--- src/rtl/tclp_pkg.sv ---
package tclp_pkg;

   // Line buffer size; one slot is kept free, as in the original firmware.
   localparam int LINE_BYTES  = 16;
   localparam int STORE_DEPTH = LINE_BYTES - 1;
   localparam int CNT_W       = $clog2(LINE_BYTES);
   localparam int ADDR_W      = $clog2(STORE_DEPTH);

   localparam logic [7:0] CH_LF      = 8'd10;
   localparam logic [7:0] CH_CR      = 8'd13;
   localparam logic [7:0] CH_SPACE   = 8'd32;
   localparam logic [7:0] CH_MINUS   = 8'd45;
   localparam logic [7:0] CH_ZERO    = 8'd48;
   localparam logic [7:0] CH_NINE    = 8'd57;
   localparam logic [7:0] CH_QUERY   = 8'd63;
   localparam logic [7:0] CH_LOWER_A = 8'd97;
   localparam logic [7:0] CH_LOWER_Z = 8'd122;
   localparam logic [7:0] CASE_SHIFT = 8'd32;

   localparam logic [7:0] CMD_PROP   = 8'd80;  // 'P'
   localparam logic [7:0] CMD_INTEG  = 8'd73;  // 'I'
   localparam logic [7:0] CMD_DERIV  = 8'd68;  // 'D'
   localparam logic [7:0] CMD_SETPT  = 8'd83;  // 'S'
   localparam logic [7:0] CMD_LEFT   = 8'd76;  // 'L'
   localparam logic [7:0] CMD_RIGHT  = 8'd82;  // 'R'
   localparam logic [7:0] CMD_TEST   = 8'd84;  // 'T'

   typedef enum logic [1:0] {
      ST_IDLE,
      ST_SCAN,
      ST_APPLY,
      ST_EMIT
   } state_type;

   // Commands from the controller to the datapath.
   typedef struct packed {
      logic accept;
      logic step;
      logic apply;
      logic emit;
   } ctrl_cmd_type;

   // Status from the datapath to the controller.
   typedef struct packed {
      logic is_lf;
      logic line_empty;
      logic scan_done;
      logic slot_free;
   } dp_status_type;

endpackage

--- src/rtl/tclp_ram.sv ---
module tclp_ram #(
   parameter int WIDTH = 8,
   parameter int DEPTH = 16
) (
   input  logic                     clock,
   input  logic                     wr_en,
   input  logic [$clog2(DEPTH)-1:0] wr_addr,
   input  logic [WIDTH-1:0]         wr_data,
   input  logic [$clog2(DEPTH)-1:0] rd_addr,
   output logic [WIDTH-1:0]         rd_data
);

   logic [WIDTH-1:0] mem_ff [DEPTH];
   logic [WIDTH-1:0] rd_data_ff;

   always_ff @(posedge clock) begin
      if (wr_en) begin
         mem_ff[wr_addr] <= wr_data;
      end
      // Addresses past the end read as zero.
      if (32'(rd_addr) < DEPTH) begin
         rd_data_ff <= mem_ff[rd_addr];
      end else begin
         rd_data_ff <= '0;
      end
   end

   assign rd_data = rd_data_ff;

endmodule

--- src/rtl/tclp_ctrl.sv ---
module tclp_ctrl
   import tclp_pkg::*;
(
   input  logic          clock,
   input  logic          reset,
   input  logic          req_valid,
   output logic          req_stall,
   input  dp_status_type status,
   output ctrl_cmd_type  cmd
);

   state_type state_ff, state_in;

   always_ff @(posedge clock) begin
      if (reset) begin
         state_ff <= ST_IDLE;
      end else begin
         state_ff <= state_in;
      end
   end

   always_comb begin
      state_in = state_ff;
      unique case (state_ff)
         ST_IDLE: begin
            if (req_valid) begin
               state_in = (status.is_lf && !status.line_empty) ? ST_SCAN : ST_EMIT;
            end
         end
         ST_SCAN: begin
            if (status.scan_done) begin
               state_in = ST_APPLY;
            end
         end
         ST_APPLY: begin
            state_in = ST_EMIT;
         end
         ST_EMIT: begin
            if (status.slot_free) begin
               state_in = ST_IDLE;
            end
         end
         default: begin
            state_in = ST_IDLE;
         end
      endcase
   end

   always_comb begin
      cmd       = '0;
      req_stall = 1'b1;
      unique case (state_ff)
         ST_IDLE: begin
            req_stall  = 1'b0;
            cmd.accept = req_valid;
         end
         ST_SCAN: begin
            cmd.step = 1'b1;
         end
         ST_APPLY: begin
            cmd.apply = 1'b1;
         end
         ST_EMIT: begin
            cmd.emit = status.slot_free;
         end
         default: begin
            req_stall = 1'b1;
         end
      endcase
   end

endmodule

--- src/rtl/tclp_dp.sv ---
module tclp_dp
   import tclp_pkg::*;
(
   input  logic               clock,
   input  logic               reset,
   input  ctrl_cmd_type       cmd,
   output dp_status_type      status,
   input  logic [7:0]         req_rx_byte,
   input  logic               rsp_stall,
   output logic               rsp_valid,
   output logic signed [15:0] rsp_gain_p,
   output logic signed [15:0] rsp_gain_i,
   output logic signed [15:0] rsp_gain_d,
   output logic signed [15:0] rsp_target_angle,
   output logic signed [15:0] rsp_dead_left,
   output logic signed [15:0] rsp_dead_right,
   output logic signed [15:0] rsp_test_duty,
   output logic               rsp_report_request,
   output logic               rsp_deadband_changed,
   output logic               rsp_line_end
);

   // Line buffer state.
   logic [CNT_W-1:0] fill_ff, fill_in;
   logic [7:0]       cmd_char_ff, cmd_char_in;

   // Scan state.
   logic [CNT_W-1:0] pos_ff, pos_in;
   logic [15:0]      acc_ff, acc_in;
   logic             neg_ff, neg_in;
   logic             digits_ff, digits_in;

   // Tuning registers.
   logic [15:0] prop_ff, prop_in;
   logic [15:0] integ_ff, integ_in;
   logic [15:0] deriv_ff, deriv_in;
   logic [15:0] setpt_ff, setpt_in;
   logic [15:0] left_ff, left_in;
   logic [15:0] right_ff, right_in;
   logic [15:0] test_ff, test_in;

   // Per-request flags.
   logic report_ff, report_in;
   logic dead_ff, dead_in;
   logic lend_ff, lend_in;

   // Output register.
   logic        out_valid_ff, out_valid_in;
   logic [15:0] o_prop_ff, o_integ_ff, o_deriv_ff, o_setpt_ff;
   logic [15:0] o_left_ff, o_right_ff, o_test_ff;
   logic        o_report_ff, o_dead_ff, o_lend_ff;

   logic        wr_en;
   logic [7:0]  rd_byte;
   logic        in_range, is_digit, take_space, take_minus, advance;
   logic [15:0] value, value_x10, digit;
   logic [7:0]  cmd_up;

   tclp_ram #(
      .WIDTH(8),
      .DEPTH(STORE_DEPTH)
   ) u_line_ram (
      .clock  (clock),
      .wr_en  (wr_en),
      .wr_addr(fill_ff[ADDR_W-1:0]),
      .wr_data(req_rx_byte),
      .rd_addr(pos_in[ADDR_W-1:0]),
      .rd_data(rd_byte)
   );

   // The read address follows the next scan position, so the byte at the
   // current position is ready in each scan cycle.
   assign wr_en = cmd.accept && (req_rx_byte != CH_LF) && (req_rx_byte != CH_CR)
                  && (32'(fill_ff) < STORE_DEPTH);

   assign in_range   = pos_ff < fill_ff;
   assign is_digit   = (rd_byte >= CH_ZERO) && (rd_byte <= CH_NINE);
   assign take_space = !digits_ff && (rd_byte == CH_SPACE);
   assign take_minus = !digits_ff && (rd_byte == CH_MINUS);
   assign advance    = in_range && (take_space || take_minus || is_digit);
   assign digit      = {8'd0, rd_byte - CH_ZERO};

   assign value     = neg_ff ? (16'd0 - acc_ff) : acc_ff;
   assign value_x10 = (value << 3) + (value << 1);
   assign cmd_up    = ((cmd_char_ff >= CH_LOWER_A) && (cmd_char_ff <= CH_LOWER_Z))
                      ? (cmd_char_ff - CASE_SHIFT) : cmd_char_ff;

   always_comb begin
      status.is_lf      = (req_rx_byte == CH_LF);
      status.line_empty = (fill_ff == '0);
      status.scan_done  = !advance;
      status.slot_free  = !out_valid_ff || !rsp_stall;
   end

   always_comb begin
      fill_in     = fill_ff;
      cmd_char_in = cmd_char_ff;
      pos_in      = pos_ff;
      acc_in      = acc_ff;
      neg_in      = neg_ff;
      digits_in   = digits_ff;
      prop_in     = prop_ff;
      integ_in    = integ_ff;
      deriv_in    = deriv_ff;
      setpt_in    = setpt_ff;
      left_in     = left_ff;
      right_in    = right_ff;
      test_in     = test_ff;
      report_in   = report_ff;
      dead_in     = dead_ff;
      lend_in     = lend_ff;

      if (cmd.accept) begin
         pos_in    = CNT_W'(1);
         acc_in    = '0;
         neg_in    = 1'b0;
         digits_in = 1'b0;
         report_in = 1'b0;
         dead_in   = 1'b0;
         lend_in   = (req_rx_byte == CH_LF);
         if (wr_en) begin
            fill_in = fill_ff + CNT_W'(1);
            if (fill_ff == '0) begin
               cmd_char_in = req_rx_byte;
            end
         end
      end

      if (cmd.step && advance) begin
         pos_in = pos_ff + CNT_W'(1);
         if (take_minus) begin
            neg_in    = 1'b1;
            digits_in = 1'b1;
         end else if (is_digit) begin
            acc_in    = (acc_ff << 3) + (acc_ff << 1) + digit;
            digits_in = 1'b1;
         end
      end

      if (cmd.apply) begin
         fill_in = '0;
         unique case (cmd_up)
            CMD_PROP:  prop_in  = value;
            CMD_INTEG: integ_in = value;
            CMD_DERIV: deriv_in = value;
            CMD_SETPT: setpt_in = value_x10;
            CMD_LEFT: begin
               left_in = value;
               dead_in = 1'b1;
            end
            CMD_RIGHT: begin
               right_in = value;
               dead_in  = 1'b1;
            end
            CMD_TEST:  test_in   = value;
            CH_QUERY:  report_in = 1'b1;
            default: begin
               report_in = report_ff;
            end
         endcase
      end

      if (cmd.emit) begin
         out_valid_in = 1'b1;
      end else begin
         out_valid_in = out_valid_ff && rsp_stall;
      end
   end

   always_ff @(posedge clock) begin
      if (reset) begin
         fill_ff      <= '0;
         prop_ff      <= '0;
         integ_ff     <= '0;
         deriv_ff     <= '0;
         setpt_ff     <= '0;
         left_ff      <= '0;
         right_ff     <= '0;
         test_ff      <= '0;
         report_ff    <= 1'b0;
         dead_ff      <= 1'b0;
         lend_ff      <= 1'b0;
         out_valid_ff <= 1'b0;
      end else begin
         fill_ff      <= fill_in;
         prop_ff      <= prop_in;
         integ_ff     <= integ_in;
         deriv_ff     <= deriv_in;
         setpt_ff     <= setpt_in;
         left_ff      <= left_in;
         right_ff     <= right_in;
         test_ff      <= test_in;
         report_ff    <= report_in;
         dead_ff      <= dead_in;
         lend_ff      <= lend_in;
         out_valid_ff <= out_valid_in;
      end
   end

   always_ff @(posedge clock) begin
      cmd_char_ff <= cmd_char_in;
      pos_ff      <= pos_in;
      acc_ff      <= acc_in;
      neg_ff      <= neg_in;
      digits_ff   <= digits_in;
      if (cmd.emit) begin
         o_prop_ff   <= prop_ff;
         o_integ_ff  <= integ_ff;
         o_deriv_ff  <= deriv_ff;
         o_setpt_ff  <= setpt_ff;
         o_left_ff   <= left_ff;
         o_right_ff  <= right_ff;
         o_test_ff   <= test_ff;
         o_report_ff <= report_ff;
         o_dead_ff   <= dead_ff;
         o_lend_ff   <= lend_ff;
      end
   end

   assign rsp_valid            = out_valid_ff;
   assign rsp_gain_p           = $signed(o_prop_ff);
   assign rsp_gain_i           = $signed(o_integ_ff);
   assign rsp_gain_d           = $signed(o_deriv_ff);
   assign rsp_target_angle     = $signed(o_setpt_ff);
   assign rsp_dead_left        = $signed(o_left_ff);
   assign rsp_dead_right       = $signed(o_right_ff);
   assign rsp_test_duty        = $signed(o_test_ff);
   assign rsp_report_request   = o_report_ff;
   assign rsp_deadband_changed = o_dead_ff;
   assign rsp_line_end         = o_lend_ff;

endmodule

--- src/rtl/tuning_command_line_parser.sv ---
// Channel    Direction  Handshake             Payload
// request    in         req_valid/req_stall   req_rx_byte
// response   out        rsp_valid/rsp_stall   rsp_gain_p .. rsp_line_end
//
// An ordinary byte (or a carriage return, or an empty line feed) skips the scan.
// A line feed that ends a stored line (up to 15 bytes) is scanned and applied;
// the scan reads one stored byte per cycle from the line RAM port.
// Reset is synchronous and clears the fill count, the tuning registers and the flags.
// The response register holds a finished response while rsp_stall is high; the next
// request is still accepted and processed, and waits only to load its own response.
module tuning_command_line_parser
   import tclp_pkg::*;
(
   input  logic               clock,
   input  logic               reset,
   input  logic               req_valid,
   output logic               req_stall,
   input  logic [7:0]         req_rx_byte,
   output logic               rsp_valid,
   input  logic               rsp_stall,
   output logic signed [15:0] rsp_gain_p,
   output logic signed [15:0] rsp_gain_i,
   output logic signed [15:0] rsp_gain_d,
   output logic signed [15:0] rsp_target_angle,
   output logic signed [15:0] rsp_dead_left,
   output logic signed [15:0] rsp_dead_right,
   output logic signed [15:0] rsp_test_duty,
   output logic               rsp_report_request,
   output logic               rsp_deadband_changed,
   output logic               rsp_line_end
);

   ctrl_cmd_type  cmd;
   dp_status_type status;

   // The controller sequences each request: accept, an optional scan of the stored
   // line followed by applying the command, and loading the response register.
   tclp_ctrl u_ctrl (
      .clock    (clock),
      .reset    (reset),
      .req_valid(req_valid),
      .req_stall(req_stall),
      .status   (status),
      .cmd      (cmd)
   );

   // The datapath holds the line RAM, the number accumulator, the tuning
   // registers and the response register.
   tclp_dp u_dp (
      .clock               (clock),
      .reset               (reset),
      .cmd                 (cmd),
      .status              (status),
      .req_rx_byte         (req_rx_byte),
      .rsp_stall           (rsp_stall),
      .rsp_valid           (rsp_valid),
      .rsp_gain_p          (rsp_gain_p),
      .rsp_gain_i          (rsp_gain_i),
      .rsp_gain_d          (rsp_gain_d),
      .rsp_target_angle    (rsp_target_angle),
      .rsp_dead_left       (rsp_dead_left),
      .rsp_dead_right      (rsp_dead_right),
      .rsp_test_duty       (rsp_test_duty),
      .rsp_report_request  (rsp_report_request),
      .rsp_deadband_changed(rsp_deadband_changed),
      .rsp_line_end        (rsp_line_end)
   );

endmodule

--- config.mk ---
export PLATFORM = sky130hd
export DESIGN_NAME = tuning_command_line_parser
export DESIGN_NICKNAME = d
export VERILOG_FILES = /design/src/rtl/tclp_pkg.sv /design/src/rtl/tclp_ram.sv /design/src/rtl/tclp_ctrl.sv /design/src/rtl/tclp_dp.sv /design/src/rtl/tuning_command_line_parser.sv
export SDC_FILE = /design/constraint.sdc
export NUM_CORES = 1
export LEC_CHECK = 0
export BUFFER_PORTS_ARGS = -buffer_cell sky130_fd_sc_hd__buf_2
export CORE_UTILIZATION = 40
export CTS_CLUSTER_SIZE = 10
export DETAILED_ROUTE_END_ITERATION = 6
export PLACE_DENSITY = 0.62
export SLEW_MARGIN = 20
export SYNTH_ARGS = -nofsm -noshare
export SYNTH_HDL_FRONTEND = slang
export SYNTH_SLANG_ARGS = --single-unit
--- constraint.sdc ---
create_clock -name clock -period 13.2 [get_ports clock]
set_input_delay 0 -clock clock [delete_from_list [all_inputs] [get_ports clock]]
set_output_delay 0 -clock clock [all_outputs]
set_load 0.05 [all_outputs]
Word-level counts from Yosys, hierarchy flattened

Memory sizes are Yosys's and may differ from the RTL's. A register that Yosys moved wholly into a read port is not among the register bits.
Index checks and enable logic that the tools add are counted.
Widths: inputs -> output; s select.

Multiplexer cells: 34
Eq/ne operators: 20
Reduce and logical (&&, ||, !) cells: 34
Magnitude comparators: 7
$add $sub $neg: 8

Operators with widths:

| kind                  | count |
|---|---|
| $mux 16               | 5 |
| $eq 8x7->1 const B    | 7 |
| $add 16x16->16        | 2 |
| $eq 8x6->1 const B    | 3 |
| $mux 1                | 20 |
| $add 16x8->16         | 1 |
| $ne 8x4->1 const B    | 2 |
| $reduce_and 2->1      | 8 |
| $sub 1x16->16 const A | 1 |
| $sub 8x6->8 const B   | 2 |
| $logic_and 1x1->1     | 11 |
| $add 4x1->4 const B   | 2 |
| $eq 8x4->1 const B    | 1 |
| $ge 8x6->1 const B    | 1 |
| $ge 8x7->1 const B    | 1 |
| $le 8x6->1 const B    | 1 |
| $le 8x7->1 const B    | 1 |
| $lt 4x4->1 const B    | 2 |
| $mux 2                | 4 |
| $mux 4                | 2 |
| $mux 8                | 1 |
| $pmux 2 s4            | 1 |
| $reduce_or 7->1       | 1 |
| $reduce_and 3->1      | 2 |
| other kinds (12)      | 21 |

Logic and storage cells: 132
Memory bits (writable): 120
Input bits: 12
Register bits: 267
Memories kept: 1
Output and inout port bits: 117

Memories:

| name                   | words | bits a word | rd ports | clocked after Yosys merged registers in | wr ports | line           | source |
|---|---|---|---|---|---|---|---|
| u_dp.u_line_ram.mem_ff | 15    | 8           | 1        | 1                                       | 1        | tclp_ram.sv:13 | `logic [WIDTH-1:0] mem_ff [DEPTH];` |

Depth between registers and ports, before layout

Gate-level depths: netlist (run 1).

Word-level depth: 9
Depth in mapped cells: 17

Cells and area by module

A second synthesis (run 1) with hierarchy kept.

Cells, all modules: 1211
Area, all modules: 15946.5 um^2

By module, submodules not included:

| module    | cells an instance | area an instance (um^2) | instances | sequential area each (um^2) |
|---|---|---|---|---|
| tclp_dp   | 927               | 10804.1                 | 1         | 6486.2 |
| tclp_ram  | 260               | 4922.2                  | 1         | 3763.6 |
| tclp_ctrl | 24                | 220.2                   | 1         | 40.0 |

Worst setup path before layout (run 1)

Ideal clock, no wire load.

Path kind: register -> register
From: reg u_dp.out_valid_ff, in the netlist u_dp.rsp_valid
To: reg u_dp.o_left_ff[0], in the netlist u_dp.rsp_dead_left[0], enable pin
Cell stages (with the launch flop): 2
Data arrival time: 8.807 ns
Slack: 3.631 ns
Clock period less this slack: 9.569 ns
Required time: 12.439 ns
Setup time: 0.761 ns
Cell sequence: dfxtp_1 > a21boi_0

RTL lines:

| item                   | line           | source |
|---|---|---|
| start, declared        | tclp_dp.sv:48  | `logic out_valid_ff, out_valid_in;` |
| start signal, assigned | tclp_dp.sv:196 | `out_valid_ff <= out_valid_in;` |
| end signal, assigned   | tclp_dp.sv:211 | `o_left_ff <= left_ff;` |
| end, declared          | tclp_dp.sv:50  | `logic [15:0] o_left_ff, o_right_ff, o_test_ff;` |

Final worst setup path (run 1)

From: reg u_dp.acc_ff[0]
To: reg u_dp.setpt_ff[14]

Longest elaborated chain between the ends: 3

RTL lines:

| item                   | line           | source |
|---|---|---|
| start, declared        | tclp_dp.sv:29  | `logic [15:0] acc_ff, acc_in;` |
| start signal, assigned | tclp_dp.sv:203 | `acc_ff <= acc_in;` |
| $sub 1x16->16          | tclp_dp.sv:83  | `assign value = neg_ff ? (16'd0 - acc_ff) : acc_ff;` |
| $mux 16                | tclp_dp.sv:83  |  |
| net u_dp.value[2]      | tclp_dp.sv:56  | `logic [15:0] value, value_x10, digit;` |
| $add 16x16->16         | tclp_dp.sv:84  | `assign value_x10 = (value << 3) + (value << 1);` |
| end signal, assigned   | tclp_dp.sv:189 | `setpt_ff <= setpt_in;` |
| end, declared          | tclp_dp.sv:37  | `logic [15:0] setpt_ff, setpt_in;` |

The timed path passes the listed nets, and every way through them passes these cells.
A chain may end at the register's enable or synchronous reset.

==> out/qor.yml, run 1 <==
clocking:
  cts_buffer_depth: 3
  cts_resized: 0
  cts_tree: "done"
  cts_sinks: 393
  path_clk_slew_ns: 0.05
  clk_latency_ns: 0.58
  clock-root-buffer: "clkbuf_16"
  post_cts_buffers: 0
  cts_max_level: 2
  numCtsBuffers: 45
  holdBufCountCts: 11
flow_run:
  maxCapViolCount: 0
placement:
  gp_congestion: 0.812
  io_buffers: 127
  place_hpwl_um: 24200
  place_inst: 1848
critical_path:
  cp.arrival_ns: 4.65
  start_kind: "register"
  end_kind: "register"
  critical_path.max_fanout: 13
  required_ns: 13.68
  path_cells: "inv_1 -> ha_1 -> nand2b_1 -> xnor2_1 -> inv_1 -> ha_1 -> a21o_1 -> a21o_1 -> a2111oi_0 -> o31ai_1 -> o41ai_1 -> xnor2_1 -> nand2_1 -> a21oi_1"
  cp_slowest_stage_delay_ns: 0.68
  path_delay_family: "compound AO/OA/AOI/OAI gates"
  critPathSlowestCell: "dfxtp_1"
  crit_buf_inv: 2
  crit_type: "reg2reg"
hold_path:
  hold_class: "in2reg"
yosys:
  synth-async-reset-ratio_pct: 0
  syn_area_um2: 15900
  syn_nets: 1313
  yosys_warnings: 0
  ys_ff_latch: 393
  seq_area_frac_synth_pct: 64.9
  synth.avg_cell_area_um2: 12.8
  synth_edf_count: 242
  synth_ff_type: "edfxtp_1"
  synth_cells: 1243
  yosysUniqueCellTypes: 78
floorplan:
  die_x_um: 201
  initial_core_util_pct: 40.8
  ios: 129
  num_rows: 72
  core_um2: 38800
  fp.dieH_um: 201
  dieArea_um2: 40400
finish:
  num_antenna_cells: 0
  largest_reg_flops: 120
  seqCellArea_um2: 10300
  regMostFlops: "u_dp.u_line_ram.mem_ff"
  synthToLayoutAreaGrowth_pct: 16.4
  final_nets: 1458
  final_common_cell: "edfxtp_1"
  fillers: 3447
  final_cells: 1942
  layout-drive-gt1-share_pct: 16.4
  multi_input_area_um2: 5100
  mostFrequentLayoutCells: "edfxtp_1 (242), dfxtp_1 (151), buf_2 (126), nor2_1 (110), a211oi_1 (89)"
global_route:
  track_usage_pct: 17.9
  grt_max_degree: 96
  grt_pass1_vias: 9907
  overflow: 0
  antenna_found_initial: 0
  grt_pass1_wl_um: 56400
routing:
  vias: 10100
  drcViolationCount: 0
  dr.first_iter.drc_count: 657
  wl_per_cell_um: 18.5
  wirelength_um: 36000
  drt_first_pass_iters: 5
  vias_per_cell: 5.20
  ant_nets: 0
sta:
  slew_headroom_pct: 28.0
  period_share_pct: 31.5
  hold_viol: 0
  setup-tns-final_ns: 0
  finalSetupViolCount: 0
  fmax_ghz: 0.240
  slew_viol_final: 0
  rsz0062_at_grt: "false"
  worstMarginPinSlew_ns: 1.08
  finClkSkew_ns: 0.0266
  finalHoldWorstSlack_ns: 0.368
  post-route-min-period_ns: 4.16
pwr:
  power_density_nw_per_um2: 161
  irDropWorstVdd_v: 0.000103
  leakage_nw: 6.74
status:
  outcome: "completed"
## final timing paths
path                                                    start                          endpoint  slack [ns]  cells past startpoint
worst max-delay path                   u_dp.acc_ff[0]$_DFF_P_    u_dp.setpt_ff[14]$_SDFFE_PP0P_        9.04                     14
worst min-delay path                                rsp_stall         u_dp.rsp_valid$_SDFF_PP0_        0.37                      4
worst max register to register         u_dp.acc_ff[0]$_DFF_P_    u_dp.setpt_ff[14]$_SDFFE_PP0P_        9.04                     14
worst min register to register  u_dp.right_ff[4]$_SDFFE_PP0P_  u_dp.rsp_dead_right[4]$_DFFE_PP_        0.43                      0
## logic make-up (layout without fill, tap and decap cells)
family / count (synthesis) / in the layout / share of synthesized area (%)
adder cells (fa/ha/maj): 58 / 58 / 4.91
multiplexers: 53 / 53 / 3.38
other: 1 / 1 / 0.0237
AND/OR/NAND/NOR: 339 / 339 / 10.1
flip-flops: 393 / 393 / 64.9
XOR/XNOR: 43 / 43 / 2.38
AO/OA/AOI/OAI: 248 / 248 / 11.1
buffers and inverters: 108 / 289 / 3.20
## report_power, final
part           switching (mW)  internal [mW]  leakage [nW]
clock                   0.474          0.649         0.628
sequential             0.0399           1.40          3.45
combinational           0.329         0.0817          2.66
total                   0.842           2.13          6.74
## layout make-up
class	instances	share of cell area, %
inverter	48	0.977
clock inverter	5	0.380
clock buffer	78	6.83
timing repair buffer	158	4.87
tap	518	3.51
sequential	393	55.8
multi-input combinational	742	27.6
## synthesized netlist by cell type, types with 6 or more instances
library cell	number	share of area (%)
o31ai_1	9	0.43
dfxtp_1	151	19
a211oi_1	89	4.2
nand3_1	31	0.98
a221o_1	8	0.51
xor2_1	20	1.1
nand2_1	89	2.1
nor2_1	111	2.6
o221ai_1	8	0.44
inv_1	45	1.1
nor4_1	6	0.24
buf_2	10	0.32
a21oi_1	52	1.6
fa_1	7	0.88
edfxtp_1	242	46
o21ai_0	28	0.88
o311ai_1	8	0.44
mux2i_1	52	3.3
a21boi_0	7	0.33
and2_1	17	0.67
nand2b_1	6	0.24
or2_2	7	0.28
and3_1	18	0.71
ha_1	51	4.0
a311oi_1	6	0.33
xnor2_1	23	1.3
a21o_1	6	0.28
nor3_1	20	0.63
clkbuf_1	35	0.83
## tightest hold or removal path, delay by kind of cell
kind | cells | cell delay (ns)
and+or+nand+nor | 1 | 0.07
buffers and inverters | 2 | 0.75
AOI/OAI and AO/OA | 1 | 0.07
## layer usage
metal / wire length, um / vias up / GRT usage (%) / share of wire, %
li1: - / 4878 / - / -
met2: 17200 / 258 / 29.9 / 48
met5: 0 / - / 0 / 0
met1: 16200 / 4891 / 23.3 / 45
met3: 1640 / 62 / 2.91 / 4.5
met4: 905 / 0 / 6.82 / 2.5
## metrics by stage
stage / worst slack, ns / power, mW / instance area [um^2] / utilization (%)
2_1_floorplan: 3.63 / 1.79 / 15900 / -
3_5_place_dp: 8.99 / 1.88 / 17000 / 43.8
4_1_cts: 8.99 / 3.00 / 18400 / 47.5
3_3_place_gp: 9.04 / 1.87 / 17000 / 43.8
6_report: 9.04 / 2.97 / 18400 / 47.5
5_1_grt: 8.58 / 3.08 / 18400 / 47.5
No activity file was read; power rests on OpenSTA's default activity.
==> run 2: changes to the inputs <==
==> constraint.sdc (replaced) <==
create_clock -name clock -period 4.1 [get_ports clock]
set_input_delay 0 -clock clock [delete_from_list [all_inputs] [get_ports clock]]
set_output_delay 0 -clock clock [all_outputs]
set_load 0.05 [all_outputs]
==> run 2 against run 1 <==
Net effect: cell area rose by 0.29%; utilization rose by 0.14 points; final cell count rose by 0.31%; worst setup slack got worse by 8.6 ns; global-route usage fell by 0.060 points; clock power rose to 3.2 times the previous value; via count fell by 1.1%; wire length fell by 0.63%; first-iteration DRC count rose by 4.0%; combinational power rose to 3.3 times the previous value; largest cell class unchanged; die area did not move; critical path type unchanged; clock skew fell by 0.012 ns.
==> out/qor.yml, run 2 (synthesized netlist as in run 1, its figures left out) <==
status:
  outcome: "completed"
global_route:
  grt_pass1_vias: 9723  # -1.9%
  grt_pass1_wl_um: 55700  # -1.3%
  overflow: 0  # unchanged
  track_usage_pct: 17.8  # -0.060 points
  grt_max_degree: 78  # -19%
  antenna_found_initial: 0  # unchanged
flow_run:
  maxCapViolCount: 0  # unchanged
routing:
  vias_per_cell: 5.12  # -1.4%
  vias: 9981  # -1.1%
  wl_met3_um: 1800  # +10%
  drt_first_pass_iters: 5  # unchanged
  wl_met1_um: 15900  # -2.0%
  ant_nets: 0  # unchanged
  top_layer_used: "met4"
  drcViolationCount: 0  # unchanged
  dr.first_iter.drc_count: 683  # +4.0%
  wl_met2_um: 17300  # +0.24%
  wl_per_cell_um: 18.4  # -0.93%
  wirelength_um: 35700  # -0.63%
critical_path:
  cp.arrival_ns: 4.21  # -0.44 ns
  start_kind: "register"
  crit_type: "reg2reg"
  reg2reg_depth: 11  # -3
  required_ns: 4.60  # -9.08 ns
  critical_path.max_fanout: 34  # +21
  end_kind: "register"
clocking:
  cts_max_level: 2  # unchanged
  path_clk_slew_ns: 0.05  # about the same
  cts_sinks: 393  # unchanged
  cts_tree: "done"
  clk_latency_ns: 0.57  # about the same
  clock-root-buffer: "clkbuf_16"
  post_cts_buffers: 0  # unchanged
  numCtsBuffers: 45  # unchanged
  cts_buffer_depth: 3  # unchanged
hold_path:
  worst_hold_path.num_cells: 5  # +1
  hold_class: "in2reg"
finish:
  layout-drive-gt1-share_pct: 16.9  # +0.49 points
  largest_reg_flops: 120  # unchanged
  mostFrequentLayoutCells: "edfxtp_1 (242), dfxtp_1 (151), buf_2 (126), nor2_1 (110)"
  fin_util_pct: 47.6  # +0.14 points
  num_antenna_cells: 0  # unchanged
  final_cells: 1948  # +0.31%
  synthToLayoutAreaGrowth_pct: 16.7
  final_nets: 1467  # +0.62%
  final_common_cell: "edfxtp_1"
  fillers: 3449  # +0.058%
  finalInstanceArea_um2: 18500  # +0.29%
  regMostFlops: "u_dp.u_line_ram.mem_ff"
floorplan:
  fp.dieH_um: 201  # unchanged
  num_rows: 72  # unchanged
  core_um2: 38800  # unchanged
  die_x_um: 201  # unchanged
  dieArea_um2: 40400  # unchanged
  initial_core_util_pct: 40.8  # unchanged
  ios: 129  # unchanged
sta:
  rsz0062_at_grt: "false"
  setup-tns-final_ns: 0  # unchanged
  hold_viol: 0  # unchanged
  period_share_pct: 90.5  # +59 points
  worstMarginPinSlew_ns: 0.910  # -0.169 ns
  post-route-min-period_ns: 3.71  # -0.453 ns
  fmax_ghz: 0.269  # +12%
  slew_viol_final: 0  # unchanged
  finClkSkew_ns: 0.0145  # -0.0121 ns
  slew_headroom_pct: 39.2  # +11 points
  finalSetupViolCount: 0  # unchanged
placement:
  place_hpwl_um: 24500  # +1.2%
  io_buffers: 127  # unchanged
  gp_congestion: 0.879  # +8.2%
  place_area_um2: 17100  # +0.56%
  place_inst: 1858  # +0.54%
pwr:
  leakage_nw: 6.77  # +0.46%
  irDropWorstVdd_v: 0.000449  # +330%
  power_density_nw_per_um2: 515  # +220%
[run 2: cell types whose count changed in the layout (fill, tap and decap cells not counted), sizes merged]
cell,previous run,this run
clkinv,6,3
buf,147,157
clkbuf,78,77
dlygate4sd3,11,10
clkinvlp,0,1
[run 2: worst max-delay path, cell delays in order, from the launching register on]
cell	delay (ns)
dfxtp_1	0.40
inv_1	0.12
ha_1	0.30
a21oi_1	0.18
o21ai_2	0.10
a221oi_2	0.50
or3_1	0.65
nand2_4	0.33
buf_12	0.29
mux2i_1	0.13
a2111oi_0	0.45
a221o_1	0.19
[run 2: per-layer routing]
metal  track usage, %  up-vias
li1                 -     4903
met1             23.6     4755
met2             29.8      275
met3             2.97       48
met4             5.86        0
met5                0        -
[run 2: final cells by class]
| type | count | area, um^2 | share of cell area (%) |
|---|---|---|---|
| Clock buffer | 77 | 1250 | 6.74 |
| Sequential cell | 393 | 10300 | 55.6 |
| Timing Repair Buffer | 167 | 988 | 5.34 |
| Multi-Input combinational cell | 742 | 5090 | 27.5 |
| Clock inverter | 3 | 53.8 | 0.291 |
| Inverter | 48 | 180 | 0.974 |
| Tap cell | 518 | 648 | 3.50 |
[run 2: where the power goes]
group	total (mW)	internal, mW	switching [mW]
Clock	3.56	2.06	1.49
Combinational	1.34	0.273	1.07
Sequential	4.63	4.50	0.123
[run 2: final timing paths]
check	slack (ns)	startpoint	endpoint
max reg2reg	0.39	u_dp.fill_ff[2]$_SDFFE_PP0P_	u_dp.u_line_ram.rd_data[6]$_SDFF_PP0_
min	0.07	req_valid	u_dp.digits_ff$_DFF_P_
min reg2reg	0.43	u_dp.prop_ff[0]$_SDFFE_PP0P_	u_dp.rsp_gain_p[0]$_DFFE_PP_
max	0.39	u_dp.fill_ff[2]$_SDFFE_PP0P_	u_dp.u_line_ram.rd_data[6]$_SDFF_PP0_
[run 2: repair_timing]
action	in CTS	in global routing
setup endpoints to repair	0	0
hold buffers	10	0
gates resized for setup	0	0
hold endpoints to repair	136	0
[run 2: metrics by stage]
stage | setup WS, ns | total power, mW | hold slack, ns
3_3_place_gp | 0.558 | 6.04 | 0.292
6_report | 0.389 | 9.52 | 0.0726
2_1_floorplan | 0.580 | 5.68 | 0.0989
4_1_cts | 0.404 | 9.62 | 0.0706
3_5_place_dp | 0.407 | 6.05 | 0.319
5_1_grt | 0.0963 | 9.87 | 0.127
